## src/rtl/core/csfl_pkg.sv

```systemverilog
// Package for the coalescing span free list unit.
// Holds the operation and status codes and the controller/datapath interface structs.
// No dependencies.
package csfl_pkg;

  localparam int unsigned FieldW = 32;

  typedef enum logic [1:0] {
    OP_FREE     = 2'd0,
    OP_ALLOC    = 2'd1,
    OP_CONTAINS = 2'd2,
    OP_CLEAR    = 2'd3
  } op_e;

  typedef enum logic [1:0] {
    ST_OK    = 2'd0,
    ST_NOFIT = 2'd1,
    ST_FULL  = 2'd2,
    ST_BAD   = 2'd3
  } status_e;

  typedef struct packed {
    logic latch_in;
    logic clear;
    logic init_res;
    logic set_bad;
    logic rd_first;
    logic advance;
    logic merge_left;
    logic merge_right;
    logic drop;
    logic alloc_take;
    logic set_cov;
    logic move_wr;
    logic append;
    logic load_out;
  } ctl_t;

  typedef struct packed {
    op_e  op;
    logic bad;
    logic count_zero;
    logic idx_lt_count;
    logic next_lt_count;
    logic left_match;
    logic right_match;
    logic fits;
    logic size_zero_after;
    logic covers;
  } sts_t;

endpackage

```

## src/rtl/core/csfl_ctrl.sv

```systemverilog
// Controller state machine of the coalescing span free list unit.
// Depends on csfl_pkg for the command and status structs and the operation codes.
module csfl_ctrl (
  input  logic          clk_i,
  input  logic          rst_ni,
  input  logic          in_valid_i,
  output logic          in_ready_o,
  output logic          out_valid_o,
  input  logic          out_ready_i,
  input  csfl_pkg::sts_t sts_i,
  output csfl_pkg::ctl_t ctl_o
);

  typedef enum logic [5:0] {
    S_IDLE   = 6'b000001,
    S_DECODE = 6'b000010,
    S_SCAN   = 6'b000100,
    S_MOVE   = 6'b001000,
    S_APPEND = 6'b010000,
    S_FIN    = 6'b100000
  } state_e;

  state_e state_q, state_d;
  logic   out_valid_q, out_valid_d;
  logic   is_free;

  assign is_free     = (sts_i.op == csfl_pkg::OP_FREE);
  assign in_ready_o  = (state_q == S_IDLE);
  assign out_valid_o = out_valid_q;

  always_comb begin
    state_d     = state_q;
    ctl_o       = '0;
    out_valid_d = out_valid_q;
    if (out_valid_q && out_ready_i) begin
      out_valid_d = 1'b0;
    end
    unique case (state_q)
      S_IDLE: begin
        if (in_valid_i) begin
          ctl_o.latch_in = 1'b1;
          state_d        = S_DECODE;
        end
      end
      S_DECODE: begin
        if (sts_i.op == csfl_pkg::OP_CLEAR) begin
          ctl_o.clear = 1'b1;
          state_d     = S_FIN;
        end else if (sts_i.bad) begin
          ctl_o.set_bad = 1'b1;
          state_d       = S_FIN;
        end else begin
          ctl_o.init_res = 1'b1;
          if (sts_i.count_zero) begin
            state_d = is_free ? S_APPEND : S_FIN;
          end else begin
            ctl_o.rd_first = 1'b1;
            state_d        = S_SCAN;
          end
        end
      end
      S_SCAN: begin
        if (!sts_i.idx_lt_count) begin
          state_d = is_free ? S_APPEND : S_FIN;
        end else if (is_free && sts_i.left_match) begin
          ctl_o.merge_left = 1'b1;
          ctl_o.drop       = 1'b1;
          state_d          = S_MOVE;
        end else if (is_free && sts_i.right_match) begin
          ctl_o.merge_right = 1'b1;
          ctl_o.drop        = 1'b1;
          state_d           = S_MOVE;
        end else if (sts_i.op == csfl_pkg::OP_ALLOC && sts_i.fits) begin
          ctl_o.alloc_take = 1'b1;
          if (sts_i.size_zero_after) begin
            ctl_o.drop = 1'b1;
            state_d    = S_MOVE;
          end else begin
            state_d = S_FIN;
          end
        end else if (sts_i.op == csfl_pkg::OP_CONTAINS && sts_i.covers) begin
          ctl_o.set_cov = 1'b1;
          state_d       = S_FIN;
        end else if (sts_i.next_lt_count) begin
          ctl_o.advance = 1'b1;
        end else begin
          state_d = is_free ? S_APPEND : S_FIN;
        end
      end
      S_MOVE: begin
        ctl_o.move_wr = 1'b1;
        state_d       = is_free ? S_SCAN : S_FIN;
      end
      S_APPEND: begin
        ctl_o.append = 1'b1;
        state_d      = S_FIN;
      end
      S_FIN: begin
        if (!out_valid_q || out_ready_i) begin
          ctl_o.load_out = 1'b1;
          out_valid_d    = 1'b1;
          state_d        = S_IDLE;
        end
      end
      default: begin
        state_d = S_IDLE;
      end
    endcase
  end

  always_ff @(posedge clk_i or negedge rst_ni) begin
    if (!rst_ni) begin
      state_q     <= S_IDLE;
      out_valid_q <= 1'b0;
    end else begin
      state_q     <= state_d;
      out_valid_q <= out_valid_d;
    end
  end

endmodule

```

## config.mk

```make
export PLATFORM = sky130hd
export DESIGN_NAME = csfl_ctrl
export DESIGN_NICKNAME = d
export VERILOG_FILES = /design/src/rtl/core/csfl_pkg.sv /design/src/rtl/core/csfl_ctrl.sv
export SDC_FILE = /design/constraint.sdc
export NUM_CORES = 1
export LEC_CHECK = 0
export BUFFER_PORTS_ARGS = -buffer_cell sky130_fd_sc_hd__buf_4
export CORE_MARGIN = 2
export CORE_UTILIZATION = 44
export CTS_CLUSTER_SIZE = 20
export DETAILED_ROUTE_END_ITERATION = 12
export GPL_TIMING_DRIVEN = 0
export PLACE_DENSITY_LB_ADDON = 0.12
export SYNTH_ARGS = -nofsm -noshare
export SYNTH_HDL_FRONTEND = slang
export SYNTH_SLANG_ARGS = --single-unit
```

## constraint.sdc

```tcl
create_clock -name clk_i -period 2 [get_ports clk_i]
set_input_delay 0.2 -clock clk_i [delete_from_list [all_inputs] [get_ports clk_i]]
set_output_delay 0.2 -clock clk_i [all_outputs]
set_load 0.02 [all_outputs]
```

# After elaboration in Yosys (flattened, before gate mapping)
# Index checks and enable logic that the tools add are counted.
# W data, S select, Z words.
[totals] register_bits=7 latch_bits=0 ramBits=0 mem_bits_ro=0 inputBits=15 out_inout_bits=16 word_cells=72 n_memories=0
[op_classes] add_sub_neg=0 multipliers=0 n_div=0 magnitude_cmp=0 n_eq_ne=12 shifts=0 mux=49 bitwise_logic=0 n_reduce_logical=9
[op_table] cell="$mux W6" count=16
[op_table] cell="$pmux W6 S6" count=1
[op_table] cell="$mux W1" count=27
[op_table] cell="$ne A7 B7 Y1 const B" count=1
[op_table] cell="$eq A6 B1 Y1 const B" count=1
[op_table] cell="$eq A6 B2 Y1 const B" count=1
[op_table] cell="$eq A6 B3 Y1 const B" count=1
[op_table] cell="$eq A6 B4 Y1 const B" count=1
[op_table] cell="$eq A6 B5 Y1 const B" count=1
[op_table] cell="$eq A6 B6 Y1 const B" count=1
[op_table] cell="$mux W2" count=3
[op_table] cell="$logic_and A1 B1 Y1" count=5
[op_table] cell="$eq A2 B2 Y1 const B" count=2
[op_table] cell="$mux W4" count=1
[op_table] cell="$ne A2 B2 Y1 const B" count=2
[op_table] cell="$mux W3" count=1
[op_table] cell="$reduce_and A3 Y1" count=1
[op_table] cell="$eq A2 B1 Y1 const B" count=1
[op_table] cell="$logic_not A2 Y1" count=1
[op_table] cell="$logic_not A1 Y1" count=1
[op_table] cell="$logic_or A1 B1 Y1" count=1

# Logic depth before layout (Yosys ltp)
[logic_depth] ltp_word=9 ltp_mapped=6 depth_no_buf=5

# Worst setup path before layout
# Ideal clock, no wire load.
[synth_timing] path_type="register to output" start="reg state_q[5]" end="out ctl_o[7] (netlist name)" arrival_time_ns=1.727 required_time_ns=1.800 slack_ns=0.073 stages_incl_launch_ff=4 n_path_buf=0 cell_sequence="dfrtp_1 nor4_4 nand3_4 nor4b_1"
[synth_lines] element="start: declaration" line="csfl_ctrl.sv:23" rtl="state_e state_q, state_d;"
[synth_lines] element="start signal: assignment" line="csfl_ctrl.sv:116" rtl="state_q <= state_d;"
[synth_lines] element="end: declaration" line="csfl_ctrl.sv:11" rtl="output csfl_pkg::ctl_t ctl_o"

==> results.yml <==
drt:
  route.met2.wl_um: 906
  met3_length_um: 106
  drc: 0
  firstDrtPassIters: 6
  wl_per_cell_um: 14.1
  wl_met1_um: 756
  num_vias: 708
  viasPerCell: 5.57
  highest_layer: "met4"
  drt_wl_total_um: 1790
  antenna_left: 0
  drt_iter0_markers: 23
cells_and_area:
  antenna_cells: 0
  layout.nets: 128
  drive_gt1_share_pct: 47.3
  fill_cells: 99
  area_delta_synth_final_pct: 62.1
  finalInstanceArea_um2: 1010
  final_cells: 127
die:
  initial_core_util_pct: 47.4
  ios: 31
  die_w_um: 41.7
  die_area_um2: 1740
  chipHeight_um: 41.7
  core-area_um2: 1320
  rows: 13
power:
  combPwrFrac_pct: 54.2
  swShare_pct: 41.0
  peakVddDrop_uv: 592
  intPower_w: 0.000467
  seqPwrFrac_pct: 29.6
  p_total_w: 0.000791
  power_leakage_nw: 0.489
  clkPwrFrac_pct: 16.2
  switchingPower_w: 0.000324
  power.density_nw_per_um2: 781
sta:
  grt_setup_unrepaired: "true"
  min_period_ns: 1.96
  slew_violations: 0
  maxSlewHeadroom_pct: 70.6
  layout_worst_path_cycle_share_pct: 98.0
  setup_ws_ns: 0.0407
  finalSetupViolations: 0
  timing.fmax_mhz: 510
  worst_pin_slew_ns: 0.441
  finClkSkew_ns: 0.000159
  hold_violations: 0
  fin_setup_tns_ns: 0
setup_path:
  critPathLaunchType: "flip-flop"
  crit_required_ns: 1.80
  reg2regPathDepth: 7
  cp_max_fo: 6
  worstSetupPathType: "reg2out"
  cp.arrival_ns: 1.76
  worst_setup_path_end_kind: "primary output"
synth:
  avgSynthCellArea_um2: 8.67
  ys_types: 36
  yosys_warnings: 0
  synth.most_common_cell: "nand2_1"
  yosys.area.top_type: "dfrtp_1"
  ys.flop_type: "dfrtp_1"
  netlist_instances: 72
  synthTopCellsByCount: "nand2_1 (7), dfrtp_1 (6), inv_1 (5), nor2_1 (5), nor2b_1 (5)"
  yosys-top-cells-area: "dfrtp_1 (24%), nor2b_1 (5.0%), nor4b_2 (4.8%), dfstp_2 (4.2%), nand2_1 (4.2%)"
  ys_seq_area_share_pct: 28.3
  yosys.area.top_type_share_pct: 24.0
  synth-edff-count: 0
  syn-num-nets: 87
  ys_seq_elements: 7
  synth_async_sr_flop_share_pct: 100
  netlist_area_um2: 624
grt:
  grt_usage_pct: 19.8
  grt_pass1_vias: 627
  grt-ovfl-total: 0
  grt_antenna_before_repair: 0
  grt_max_degree: 10
  grt_first_pass_wirelength_um: 2730
place:
  dpl.hpwl_um: 1290
  place_congestion: 0.829
  portBuffers: 28
  dpl_cell_area_um2: 853
  dp.cells: 115
  dp_slack_ns: 0.133
clocking:
  clockBufferDepth: 2
  cts_root_buf: "clkbuf_4"
  cts_tree: "done"
  worstSkewPairLatency_ns: 0.25
  clkTransAtPathRegs_ns: 0.05
  cts.sinks: 7
  htree_levels: 1
  cts_buffers: 3
run_status:
  outcome: "completed"
min_path:
  whs_path_depth: 2
  min_path_type: "in2reg"
job:
  drv_cap: 0
-- logic make-up (layout without fill, tap and decap cells) --
kind of cell	count (synthesis)	count (layout)	synth area share, %
AO/OA/AOI/OAI	12	12	13.8
XOR/XNOR	1	1	1.40
adder cells (fa/ha/maj)	1	1	1.60
buffers and inverters	8	48	4.81
flip-flops	7	7	28.3
AND/OR/NAND/NOR	43	43	50.1
-- path summary, 6_finish.rpt --
check	from	end	slack, ns
setup / recovery	state_q[2]	ctl_o[9]	0.04
hold / removal	in_valid_i	state_q[1]	0.19
setup reg to reg	state_q[4]	state_q[4]	0.24
hold reg to reg	out_valid_o	out_valid_o	0.53
max in group asynchronous	rst_ni	state_q[0]	1.45
min in group asynchronous	rst_ni	state_q[3]	0.34
-- flip-flops by register name, indices dropped and copies added (netlist names) --
name	count
state_q	6
out_valid_o	1
-- layout by cell type, fill, tap and decap left out, types with 2 or more instances in the layout --
master and instances:
a21oi_1 3, nor3_1 2, nand2b_1 2, clkbuf_1 3, nand3_4 2, nor3b_1 2
nor2b_1 4, nand2_1 7, nor2_1 5, inv_1 5, nor4_1 2, o21ai_0 2
dfrtp_2 2, dfrtp_1 4, buf_4 32, buf_6 3, nor4b_4 2, nand3b_1 3
and2_1 2, nor4_4 2, clkbuf_4 3
-- routing by layer --
| layer | vias up | track usage, % |
|---|---|---|
| li1 | 350 | - |
| met3 | 3 | 3.48 |
| met5 | - | 0 |
| met2 | 28 | 32.2 |
| met1 | 327 | 27.1 |
| met4 | 0 | 5.16 |
-- worst max-delay path, stage by stage, from the launching register on --
cell	delay (ns)
dfrtp_2	0.45
nor4_4	0.40
nand3_4	0.16
nor4b_4	0.31
buf_4	0.18
-- layout make-up --
class                   instances  area, um2  area share, %
flip-flops and latches          7        179           17.7
repair buffers                 36        284           28.1
plain buffers                   2       7.51          0.742
well taps                      15       18.8           1.85
clock buffers                   4       26.3           2.60
inverters                       6       25.0           2.47
multi-input cells              57        472           46.6
-- power groups by stage --
stage	clock network [W]	registers (W)	logic [W]
2_1_floorplan	0	0.000221	0.000218
3_3_place_gp	0	0.000222	0.000327
3_5_place_dp	0	0.000225	0.000330
4_1_cts	0.000129	0.000225	0.000367
5_1_grt	0.000136	0.000236	0.000464
6_report	0.000128	0.000234	0.000429
-- through the flow --
step / hold slack, ns / utilization [%]
4_1_cts: 0.197 / 70.6
6_report: 0.193 / 76.8
3_5_place_dp: 0.0136 / 64.8
5_1_grt: 0.195 / 76.8
2_1_floorplan: -0.0956 / -
3_3_place_gp: 0.0121 / 64.8
-- repair_timing --
action	in CTS	in global routing
pin swaps	2	7
gates resized for setup	4	10
buffers inserted	3	4
endpoints found under the setup margin	2	7
hold buffers	1	0
endpoints found under the hold margin	7	0
Power figures use the tool's default switching activity.
